### config.mk
export PLATFORM = sky130hd
export DESIGN_NAME = indirect_jump_target_scanner
export DESIGN_NICKNAME = d
export VERILOG_FILES = /design/src/hdl/ijts_pkg.sv /design/src/hdl/ijts_ram.sv /design/src/hdl/ijts_ctrl.sv /design/src/hdl/ijts_dp.sv /design/src/hdl/indirect_jump_target_scanner.sv
export SDC_FILE = /design/constraint.sdc
export NUM_CORES = 2
export LEC_CHECK = 0
export ABC_AREA = 1
export ABC_CLOCK_PERIOD_IN_PS = 15200
export CAP_MARGIN = 40
export CORE_MARGIN = 5
export CORE_UTILIZATION = 60
export CTS_CLUSTER_SIZE = 12
export DETAILED_ROUTE_END_ITERATION = 8
export DONT_BUFFER_PORTS = 1
export GPL_TIMING_DRIVEN = 0
export PLACE_DENSITY = 0.78
export REMOVE_ABC_BUFFERS = 1
export SLEW_MARGIN = 20
export SYNTH_ARGS = -nofsm -noshare
export SYNTH_HDL_FRONTEND = slang
export SYNTH_SLANG_ARGS = --single-unit
### constraint.sdc
create_clock -name i_clk -period 15.2 [get_ports i_clk]
set_input_delay 4.56 -clock i_clk [delete_from_list [all_inputs] [get_ports i_clk]]
set_output_delay 4.56 -clock i_clk [all_outputs]
set_load 0.1 [all_outputs]
### src/hdl/ijts_pkg.sv
package ijts_pkg;

    localparam int CFG_IDX_W = 3;
    localparam int CFG_DATA_W = 32;

    typedef enum logic [CFG_IDX_W-1:0] {
        CFG_PE32_MODE   = 3'd0,
        CFG_SECTION_RVA = 3'd1,
        CFG_MAPPED_BASE = 3'd2,
        CFG_IMAGE_SIZE  = 3'd3,
        CFG_MAX_TARGETS = 3'd4
    } t_cfg_idx;

    localparam logic [7:0] OPC_ESC    = 8'hff;
    localparam logic [7:0] MODRM_JMP  = 8'h25;
    localparam logic [7:0] MODRM_CALL = 8'h15;
    localparam logic [2:0] WIN_LEN    = 3'd6;
    localparam logic [2:0] HIST_LEN   = 3'd5;
    localparam logic [3:0] ESIZE_32   = 4'd4;
    localparam logic [3:0] ESIZE_64   = 4'd8;
    localparam logic [5:0] MAX_T_RST  = 6'd32;

    typedef enum logic [5:0] {
        S_IDLE  = 6'b000001,
        S_CALC  = 6'b000010,
        S_CHECK = 6'b000100,
        S_DEDUP = 6'b001000,
        S_WRAP  = 6'b010000,
        S_MIN   = 6'b100000
    } t_state;

    typedef struct packed {
        logic load;
        logic calc;
        logic scan_init;
        logic scan_step;
        logic insert;
        logic sort_init;
        logic emit;
        logic emit_empty;
        logic clear;
    } t_cmd;

    typedef struct packed {
        logic keep;
        logic scan_done;
        logic hit;
        logic last_one;
        logic count_zero;
        logic last_item;
    } t_stat;

endpackage

### src/hdl/ijts_ram.sv
module ijts_ram #(
    parameter int WIDTH = 32,
    parameter int DEPTH = 32,
    localparam int AW = (DEPTH > 1) ? $clog2(DEPTH) : 1
) (
    input  logic             i_clk,
    input  logic             i_we,
    input  logic [AW-1:0]    i_waddr,
    input  logic [WIDTH-1:0] i_wdata,
    input  logic [AW-1:0]    i_raddr,
    output logic [WIDTH-1:0] o_rdata
);

    logic [WIDTH-1:0] r_mem [DEPTH];
    logic [WIDTH-1:0] r_rdata;

    always_ff @(posedge i_clk) begin
        if (i_we) begin
            r_mem[i_waddr] <= i_wdata;
        end
        r_rdata <= r_mem[i_raddr];
    end

    assign o_rdata = r_rdata;

endmodule

### src/hdl/ijts_ctrl.sv
module ijts_ctrl (
    input  logic           i_clk,
    input  logic           i_rst_n,
    input  logic           i_start,
    output logic           o_busy,
    output ijts_pkg::t_cmd o_cmd,
    input  ijts_pkg::t_stat i_stat
);
    import ijts_pkg::*;

    t_state r_state;
    t_state n_state;

    always_ff @(posedge i_clk) begin
        if (!i_rst_n) begin
            r_state <= S_IDLE;
        end else begin
            r_state <= n_state;
        end
    end

    always_comb begin
        n_state = r_state;
        o_cmd   = '0;
        case (r_state)
            S_IDLE: begin
                if (i_start) begin
                    o_cmd.load = 1'b1;
                    n_state    = S_CALC;
                end
            end
            S_CALC: begin
                o_cmd.calc = 1'b1;
                n_state    = S_CHECK;
            end
            S_CHECK: begin
                if (i_stat.keep) begin
                    o_cmd.scan_init = 1'b1;
                    n_state         = S_DEDUP;
                end else begin
                    n_state = S_WRAP;
                end
            end
            S_DEDUP: begin
                if (i_stat.scan_done) begin
                    o_cmd.insert = !i_stat.hit;
                    n_state      = S_WRAP;
                end else begin
                    o_cmd.scan_step = 1'b1;
                end
            end
            S_WRAP: begin
                if (!i_stat.last_item) begin
                    n_state = S_IDLE;
                end else if (i_stat.count_zero) begin
                    o_cmd.emit_empty = 1'b1;
                    o_cmd.clear      = 1'b1;
                    n_state          = S_IDLE;
                end else begin
                    o_cmd.sort_init = 1'b1;
                    o_cmd.scan_init = 1'b1;
                    n_state         = S_MIN;
                end
            end
            S_MIN: begin
                if (i_stat.scan_done) begin
                    o_cmd.emit = 1'b1;
                    if (i_stat.last_one) begin
                        o_cmd.clear = 1'b1;
                        n_state     = S_IDLE;
                    end else begin
                        o_cmd.scan_init = 1'b1;
                    end
                end else begin
                    o_cmd.scan_step = 1'b1;
                end
            end
            default: begin
                n_state = S_IDLE;
            end
        endcase
    end

    assign o_busy = (r_state != S_IDLE);

endmodule

### src/hdl/ijts_dp.sv
module ijts_dp #(
    parameter int TABLE_DEPTH = 32
) (
    input  logic                                i_clk,
    input  logic                                i_rst_n,
    input  logic                                i_cfg_we,
    input  logic [ijts_pkg::CFG_IDX_W-1:0]      i_cfg_idx,
    input  logic [ijts_pkg::CFG_DATA_W-1:0]     i_cfg_data,
    input  logic [7:0]                          i_code_byte,
    input  logic                                i_last_byte,
    input  ijts_pkg::t_cmd                      i_cmd,
    output ijts_pkg::t_stat                     o_stat,
    output logic                                o_strobe,
    output logic [31:0]                         o_target_value,
    output logic                                o_entry_valid,
    output logic                                o_final_entry,
    output logic [5:0]                          o_entry_total
);
    import ijts_pkg::*;

    localparam int AW = (TABLE_DEPTH > 1) ? $clog2(TABLE_DEPTH) : 1;
    localparam int CW = $clog2(TABLE_DEPTH + 1);
    localparam int LW = (CW > 6) ? CW : 6;

    // configuration
    logic        r_pe32;
    logic [31:0] r_rva;
    logic [31:0] r_base;
    logic [31:0] r_img;
    logic [5:0]  r_max_t;

    // byte window
    logic [7:0]  r_hist [5];
    logic [2:0]  r_fill;
    logic [31:0] r_pos;
    logic        r_match;
    logic [31:0] r_raw;
    logic [31:0] r_k;
    logic        r_last;
    logic [34:0] r_sum;

    // table scan
    logic [CW-1:0] r_count;
    logic [CW-1:0] r_ptr;
    logic          r_pend;
    logic          r_hit;
    logic [31:0]   r_best;
    logic          r_best_v;
    logic [31:0]   r_prev;
    logic          r_have_prev;
    logic [CW-1:0] r_out_idx;

    // result beat
    logic        r_strobe;
    logic [31:0] r_tv;
    logic        r_ev;
    logic        r_fe;
    logic [5:0]  r_tot;

    logic        win_match;
    logic [34:0] n_sum;
    logic        in_range;
    logic        size_ok;
    logic [3:0]  esize;
    logic        room;
    logic        ram_we;
    logic [31:0] ram_rdata;
    logic        elig;
    logic        better;
    logic [CW-1:0] out_next;

    assign win_match = (r_fill >= HIST_LEN) && (r_hist[0] == OPC_ESC) &&
                       ((r_hist[1] == MODRM_JMP) || (r_pe32 && (r_hist[1] == MODRM_CALL)));

    always_comb begin
        if (r_pe32) begin
            n_sum = {3'b000, r_raw - r_base};
        end else begin
            n_sum = {3'b000, r_rva} + {3'b000, r_k} + {32'd0, WIN_LEN} +
                    {{3{r_raw[31]}}, r_raw};
        end
    end

    assign esize    = r_pe32 ? ESIZE_32 : ESIZE_64;
    assign in_range = r_pe32 || (r_sum[34:32] == 3'b000);
    assign size_ok  = ({1'b0, r_sum[31:0]} + {29'd0, esize}) <= {1'b0, r_img};

    assign room   = (LW'(r_count) < LW'(r_max_t)) && (LW'(r_count) < LW'(TABLE_DEPTH));
    assign ram_we = i_cmd.insert && room;

    assign elig     = !r_have_prev || (ram_rdata > r_prev);
    assign better   = !r_best_v || (ram_rdata < r_best);
    assign out_next = r_out_idx + CW'(1);

    assign o_stat.keep       = r_match && in_range && size_ok;
    assign o_stat.scan_done  = (r_ptr == r_count) && !r_pend;
    assign o_stat.hit        = r_hit;
    assign o_stat.last_one   = (out_next == r_count);
    assign o_stat.count_zero = (r_count == '0);
    assign o_stat.last_item  = r_last;

    ijts_ram #(
        .WIDTH(32),
        .DEPTH(TABLE_DEPTH)
    ) u_ram (
        .i_clk   (i_clk),
        .i_we    (ram_we),
        .i_waddr (r_count[AW-1:0]),
        .i_wdata (r_sum[31:0]),
        .i_raddr (r_ptr[AW-1:0]),
        .o_rdata (ram_rdata)
    );

    // control state
    always_ff @(posedge i_clk) begin
        if (!i_rst_n) begin
            r_pe32      <= 1'b0;
            r_rva       <= '0;
            r_base      <= '0;
            r_img       <= '0;
            r_max_t     <= MAX_T_RST;
            r_fill      <= '0;
            r_pos       <= '0;
            r_count     <= '0;
            r_ptr       <= '0;
            r_pend      <= 1'b0;
            r_strobe    <= 1'b0;
            r_have_prev <= 1'b0;
            r_out_idx   <= '0;
        end else begin
            if (i_cfg_we) begin
                case (t_cfg_idx'(i_cfg_idx))
                    CFG_PE32_MODE:   r_pe32  <= i_cfg_data[0];
                    CFG_SECTION_RVA: r_rva   <= i_cfg_data;
                    CFG_MAPPED_BASE: r_base  <= i_cfg_data;
                    CFG_IMAGE_SIZE:  r_img   <= i_cfg_data;
                    CFG_MAX_TARGETS: r_max_t <= i_cfg_data[5:0];
                    default: ;
                endcase
            end
            if (i_cmd.load) begin
                r_pos <= r_pos + 32'd1;
                if (r_fill < HIST_LEN) begin
                    r_fill <= r_fill + 3'd1;
                end
            end
            if (i_cmd.scan_init) begin
                r_ptr  <= '0;
                r_pend <= 1'b0;
            end else if (i_cmd.scan_step) begin
                if (r_ptr != r_count) begin
                    r_ptr  <= r_ptr + CW'(1);
                    r_pend <= 1'b1;
                end else begin
                    r_pend <= 1'b0;
                end
            end
            if (ram_we) begin
                r_count <= r_count + CW'(1);
            end
            if (i_cmd.sort_init) begin
                r_have_prev <= 1'b0;
                r_out_idx   <= '0;
            end else if (i_cmd.emit) begin
                r_have_prev <= 1'b1;
                r_out_idx   <= out_next;
            end
            r_strobe <= i_cmd.emit || i_cmd.emit_empty;
            if (i_cmd.clear) begin
                r_fill  <= '0;
                r_pos   <= '0;
                r_count <= '0;
            end
        end
    end

    // payload
    always_ff @(posedge i_clk) begin
        if (i_cmd.load) begin
            r_match <= win_match;
            r_raw   <= {i_code_byte, r_hist[4], r_hist[3], r_hist[2]};
            r_k     <= r_pos - {29'd0, HIST_LEN};
            r_last  <= i_last_byte;
            for (int i = 0; i < 4; i++) begin
                r_hist[i] <= r_hist[i+1];
            end
            r_hist[4] <= i_code_byte;
        end
        if (i_cmd.calc) begin
            r_sum <= n_sum;
        end
        if (i_cmd.scan_init) begin
            r_hit    <= 1'b0;
            r_best_v <= 1'b0;
        end else if (r_pend) begin
            if (ram_rdata == r_sum[31:0]) begin
                r_hit <= 1'b1;
            end
            if (elig && better) begin
                r_best   <= ram_rdata;
                r_best_v <= 1'b1;
            end
        end
        if (i_cmd.emit) begin
            r_prev <= r_best;
            r_tv   <= r_best;
            r_ev   <= 1'b1;
            r_fe   <= o_stat.last_one;
            r_tot  <= 6'(r_count);
        end else if (i_cmd.emit_empty) begin
            r_tv  <= '0;
            r_ev  <= 1'b0;
            r_fe  <= 1'b1;
            r_tot <= '0;
        end
    end

    assign o_strobe       = r_strobe;
    assign o_target_value = r_tv;
    assign o_entry_valid  = r_ev;
    assign o_final_entry  = r_fe;
    assign o_entry_total  = r_tot;

endmodule

### src/hdl/indirect_jump_target_scanner.sv
// Per byte: accepted when start && !busy; busy through the CALC, CHECK and WRAP states after
//   acceptance, plus a DEDUP table scan when the window matches and passes the checks.
// Last byte: after that, one result per table scan, ascending;
//   an empty list gives one result, registered from the wrap step. Results cannot be stalled.
// Throughput set by the single-read-port target table walked one entry per cycle.
// Reset (i_rst_n low, synchronous): config to defaults, scan state and count cleared.
module indirect_jump_target_scanner #(
    parameter int TABLE_DEPTH = 32
) (
    input  logic                            i_clk,
    input  logic                            i_rst_n,
    input  logic                            start,
    output logic                            busy,
    input  logic                            i_cfg_we,
    input  logic [ijts_pkg::CFG_IDX_W-1:0]  i_cfg_idx,
    input  logic [ijts_pkg::CFG_DATA_W-1:0] i_cfg_data,
    input  logic [7:0]                      i_code_byte,
    input  logic                            i_last_byte,
    output logic                            o_strobe,
    output logic [31:0]                     o_target_value,
    output logic                            o_entry_valid,
    output logic                            o_final_entry,
    output logic [5:0]                      o_entry_total
);
    import ijts_pkg::*;

    t_cmd  cmd;
    t_stat stat;

    ijts_ctrl u_ctrl (
        .i_clk   (i_clk),
        .i_rst_n (i_rst_n),
        .i_start (start),
        .o_busy  (busy),
        .o_cmd   (cmd),
        .i_stat  (stat)
    );

    ijts_dp #(
        .TABLE_DEPTH(TABLE_DEPTH)
    ) u_dp (
        .i_clk          (i_clk),
        .i_rst_n        (i_rst_n),
        .i_cfg_we       (i_cfg_we),
        .i_cfg_idx      (i_cfg_idx),
        .i_cfg_data     (i_cfg_data),
        .i_code_byte    (i_code_byte),
        .i_last_byte    (i_last_byte),
        .i_cmd          (cmd),
        .o_stat         (stat),
        .o_strobe       (o_strobe),
        .o_target_value (o_target_value),
        .o_entry_valid  (o_entry_valid),
        .o_final_entry  (o_final_entry),
        .o_entry_total  (o_entry_total)
    );

endmodule

==> metrics list <==
- The endpoint identified for the worst register-to-register timing path is u_dp.u_ram.r_mem[18][12]$_DFFE_PP_.
- Hold timing on the final database bottoms out at a slack of 431 ps.
- In this run the count of I/O pins placed on the die edge is 90.
- Largest register FFs: 1024
- Number of enable flip-flop cells after synthesis: 1236
* Synth Register Bits: 1436
* Hold Crit Endpoint: u_dp.r_prev[23]$_DFFE_PP_
- The total count of max-transition violations in the final report is 0.
* Worst hold stages: 0
- Number of antenna violations at the first check in global routing: 4
- Synthesis Warnings: 0
- Number of vias per cell: 6.49
- Final weighted congestion in routability-driven placement: 0.952
- Slew of the pin with the lowest slew margin: 969 ps
- Mean instance size in the synthesized netlist: 10.9 sq um
* Number of antenna-violating nets in the routed design: 0
* Main combinational cell family by area after synthesis: compound AO/OA/AOI/OAI gates
* Worst R2R Path Depth: 15
* Leakage power: 0.0266 uW
- Layout cells sized above 1: 0.0745
- Max-cap violations in this run came to 0.
* Total die area: 114000 sq um
* RSZ-0062 raised after global routing: false
- For this run, design rule violations remaining after detail routing come to 0.
- Setup Viol. Count Final: 0
- Final Hold Violating Endpoints: 0
- In the final routed layout, each cell accounts on average for 26.2 um.
- Post-detailed-placement half-perimeter wirelength: 124000 um
- Overall via count from detail_route: 48.5k
- More flip-flops sit in one register than any other, and that register is u_dp.u_ram.r_mem.
- Total routed wirelength: 195000 um
- Cells after synthesis: 5898
- Commonest cells post-synth: sky130_fd_sc_hd__edfxtp_1 (1236), sky130_fd_sc_hd__nor2_1 (910), sky130_fd_sc_hd__o21ai_0 (771), sky130_fd_sc_hd__nand2_1 (602), sky130_fd_sc_hd__inv_1 (434)
* Synth area leaders: sky130_fd_sc_hd__edfxtp_1 (58%), sky130_fd_sc_hd__dfxtp_1 (6.2%), sky130_fd_sc_hd__o21ai_0 (6.0%)
- Vias in the first global route: 47.2k
- Peak fanout along the critical path: 1
- Overall track demand over capacity in global routing: 0.334
- Of the synthesized area, sequential elements account for 0.638.
- Of the total synthesized cell area, the portion taken by XOR and XNOR cells is 0.0226.
* Clock root cell: sky130_fd_sc_hd__clkbuf_16
* Adder-cell share of the synthesized area: 0.0480
- Entering global routing, the biggest net connects 138 pins.
* Type of element launching the critical path: flip-flop
* Worst Path Required: 10640 ps
- In this run the deepest clock path goes through 3 buffers.
- The tightest min-delay check is of the flip-flop to flip-flop type.
- Of the post-synthesis cell area, the part taken by muxes is 0.000175.
- After global routing the overflow that remains totals 0.
* First DRT Iteration DRCs: 7238
- Fraction of the mapped netlist area in compound gates: 0.127
* Peak VDD IR: 0.107 mV
- Yosys instantiated no cell more often than sky130_fd_sc_hd__edfxtp_1.
* Worst slew margin relative to its limit: 0.354
- The run finished with clean final reports.
- The critical path in this run is classified as flip-flop to output pin.
- H-tree depth reported by CTS: 4
* Share of Yosys cell area claimed by the top area cell type: 0.576
* Rows: 120
- Number of buffers added by the clock tree synthesis step: 148
- Biggest regs: u_dp.u_ram.r_mem (1024), u_dp.r_sum (35)
- Power spread over the standard cell area amounts to 128 nW/um^2.
* Arrival @ worst endpoint: 1710 ps
- Slack of the worst reg-to-reg path: 9840 ps
- The worst register-to-register path begins at u_dp.r_ptr[0]$_SDFFE_PP0P_.
* Number of sinks handled by clock tree synthesis: 1436
* Insertion delay of the later-clocked pin in the worst-skew pair: 780 ps
- The net count of the finished layout is 6236.
- Dividing the final minimum period by the clock period gives 0.413.
* Sum of negative setup slack: 0 ps
* Max Clk Rate: 159 MHz
* Clock input transition at the sequential cells of the worst setup and hold paths: 70 ps
* Min-Delay Startpoint: u_dp.r_best[23]$_DFFE_PP_
- Post-synthesis cell type count: 58
- Of the total synthesized cell area, the portion taken by AND, OR, NAND and NOR gates is 0.122.
- Synthesized cell area: 64400 sq um
* Post-CTS setup buffers: 0
- Die boundary width: 338 um
- Quantity of hold-fixing buffers added after cts: 0
- STA classifies the critical path endpoint as an output pin.
* First-pass detailed-route iteration total: 8
- For this run, the leading register cell type out of synthesis is sky130_fd_sc_hd__edfxtp_1.
- Period minus WS final: 6270 ps
- sky130_fd_sc_hd__edfxtp_1 takes more of the synthesized area than any other cell.
* TritonCTS clock tree: built
* Die Y: 338 um
* Placeable core region: 107000 sq um
- IO buf count: 0
- For this configuration, the core starts out at a cell density of 0.603.
- Proportion of synthesized flip-flops having asynchronous set or reset: 0
* Synth-to-Final Area Change: 14.3%
- The first global-routing pass estimated 284000 um of wire.
- Across the routed clock network, the largest skew measured is 40.1 ps.
- Resize count post-CTS: 0
-- power by group --
group | switching [uW] | internal, uW
sequential | 129 | 4420
clock | 1540 | 1950
combinational | 948 | 451
-- worst max-delay path by stage --
stage / from / to / slack (ps) / cells after the start
5_1_grt: u_ctrl.r_state[5]$_SDFFE_PN0P_ / busy / 8900 / 2
3_3_place_gp: u_dp.r_ptr[0]$_SDFFE_PP0P_ / u_dp.r_best[26]$_DFFE_PP_ / -41360 / 10
2_1_floorplan: u_dp.r_ptr[0]$_SDFFE_PP0P_ / u_dp.r_best[0]$_DFFE_PP_ / -10610 / 10
4_1_cts: u_dp.o_target_value[26]$_SDFFCE_PN0P_ / o_target_value[26] / 8890 / 0
6_report: u_dp.o_target_value[6]$_SDFFCE_PN0P_ / o_target_value[6] / 8930 / 0
3_5_place_dp: start / u_dp.r_pos[28]$_SDFFE_PP0P_ / 8510 / 8
-- cells in the final DEF, fill, tap and decap left out, types with 19 or more instances in the layout --
master / synthesis / routed
sky130_fd_sc_hd__nor4_1: 25 / 24
sky130_fd_sc_hd__xnor2_1: 30 / 30
sky130_fd_sc_hd__a21o_1: 19 / 19
sky130_fd_sc_hd__o221ai_1: 95 / 95
sky130_fd_sc_hd__buf_12: 0 / 41
sky130_fd_sc_hd__ha_1: 241 / 241
sky130_fd_sc_hd__nor2_4: 4 / 38
sky130_fd_sc_hd__o211ai_1: 42 / 42
sky130_fd_sc_hd__dfxtp_1: 200 / 195
sky130_fd_sc_hd__nand3_1: 158 / 157
sky130_fd_sc_hd__nor2_1: 910 / 876
sky130_fd_sc_hd__clkbuf_16: 0 / 155
sky130_fd_sc_hd__nand4_1: 87 / 87
sky130_fd_sc_hd__buf_16: 0 / 72
sky130_fd_sc_hd__nor3_1: 41 / 40
sky130_fd_sc_hd__xor2_1: 136 / 136
sky130_fd_sc_hd__o22ai_1: 163 / 163
sky130_fd_sc_hd__edfxtp_1: 1236 / 1236
sky130_fd_sc_hd__o21ai_0: 771 / 771
sky130_fd_sc_hd__inv_1: 434 / 428
sky130_fd_sc_hd__nand2_1: 602 / 601
sky130_fd_sc_hd__o21ai_1: 21 / 21
sky130_fd_sc_hd__clkbuf_1: 225 / 77
sky130_fd_sc_hd__a21oi_1: 295 / 295
sky130_fd_sc_hd__buf_8: 0 / 40
-- stage by stage --
| stage | setup WS [ps] | power (uW) | utilization | cell area [sq um] | instances |
|---|---|---|---|---|---|
| 2_1_floorplan | -10610 | 5530 | - | 63400 | 5625 |
| 3_3_place_gp | -41360 | 5910 | 0.609 | 65100 | 7028 |
| 6_report | 8930 | 9440 | 0.689 | 73600 | 7470 |
| 3_5_place_dp | 8510 | 5980 | 0.645 | 68900 | 7191 |
| 5_1_grt | 8900 | 9760 | 0.689 | 73600 | 7468 |
| 4_1_cts | 8890 | 9410 | 0.688 | 73500 | 7462 |
-- routing by layer --
layer / routed length (um) / up-vias / GRT usage
met4: 15900 / 2 / 0.220
met1: 67500 / 22900 / 0.417
met2: 88500 / 3516 / 0.523
met5: 7 / - / 0.000851
li1: - / 21200 / -
met3: 23500 / 954 / 0.0799
-- logic make-up after synthesis --
family                   Yosys count
buffers and inverters            715
adder cells (fa/ha/maj)          245
flip-flops                      1436
AO/OA/AOI/OAI                   1460
multiplexers                       1
AND/OR/NAND/NOR                 1875
XOR/XNOR                         166
-- cell type report --
cell class / instances / area (sq um)
Fill cell: 7016 / 33300
Inverter: 442 / 1690
Timing Repair Buffer: 168 / 3580
Clock inverter: 27 / 307
Tap cell: 1403 / 1760
Clock buffer: 244 / 4300
Sequential cell: 1436 / 41100
Multi-Input combinational cell: 3747 / 20900
Antenna cell: 3 / 7.51
(Power assumes the default switching activity.)
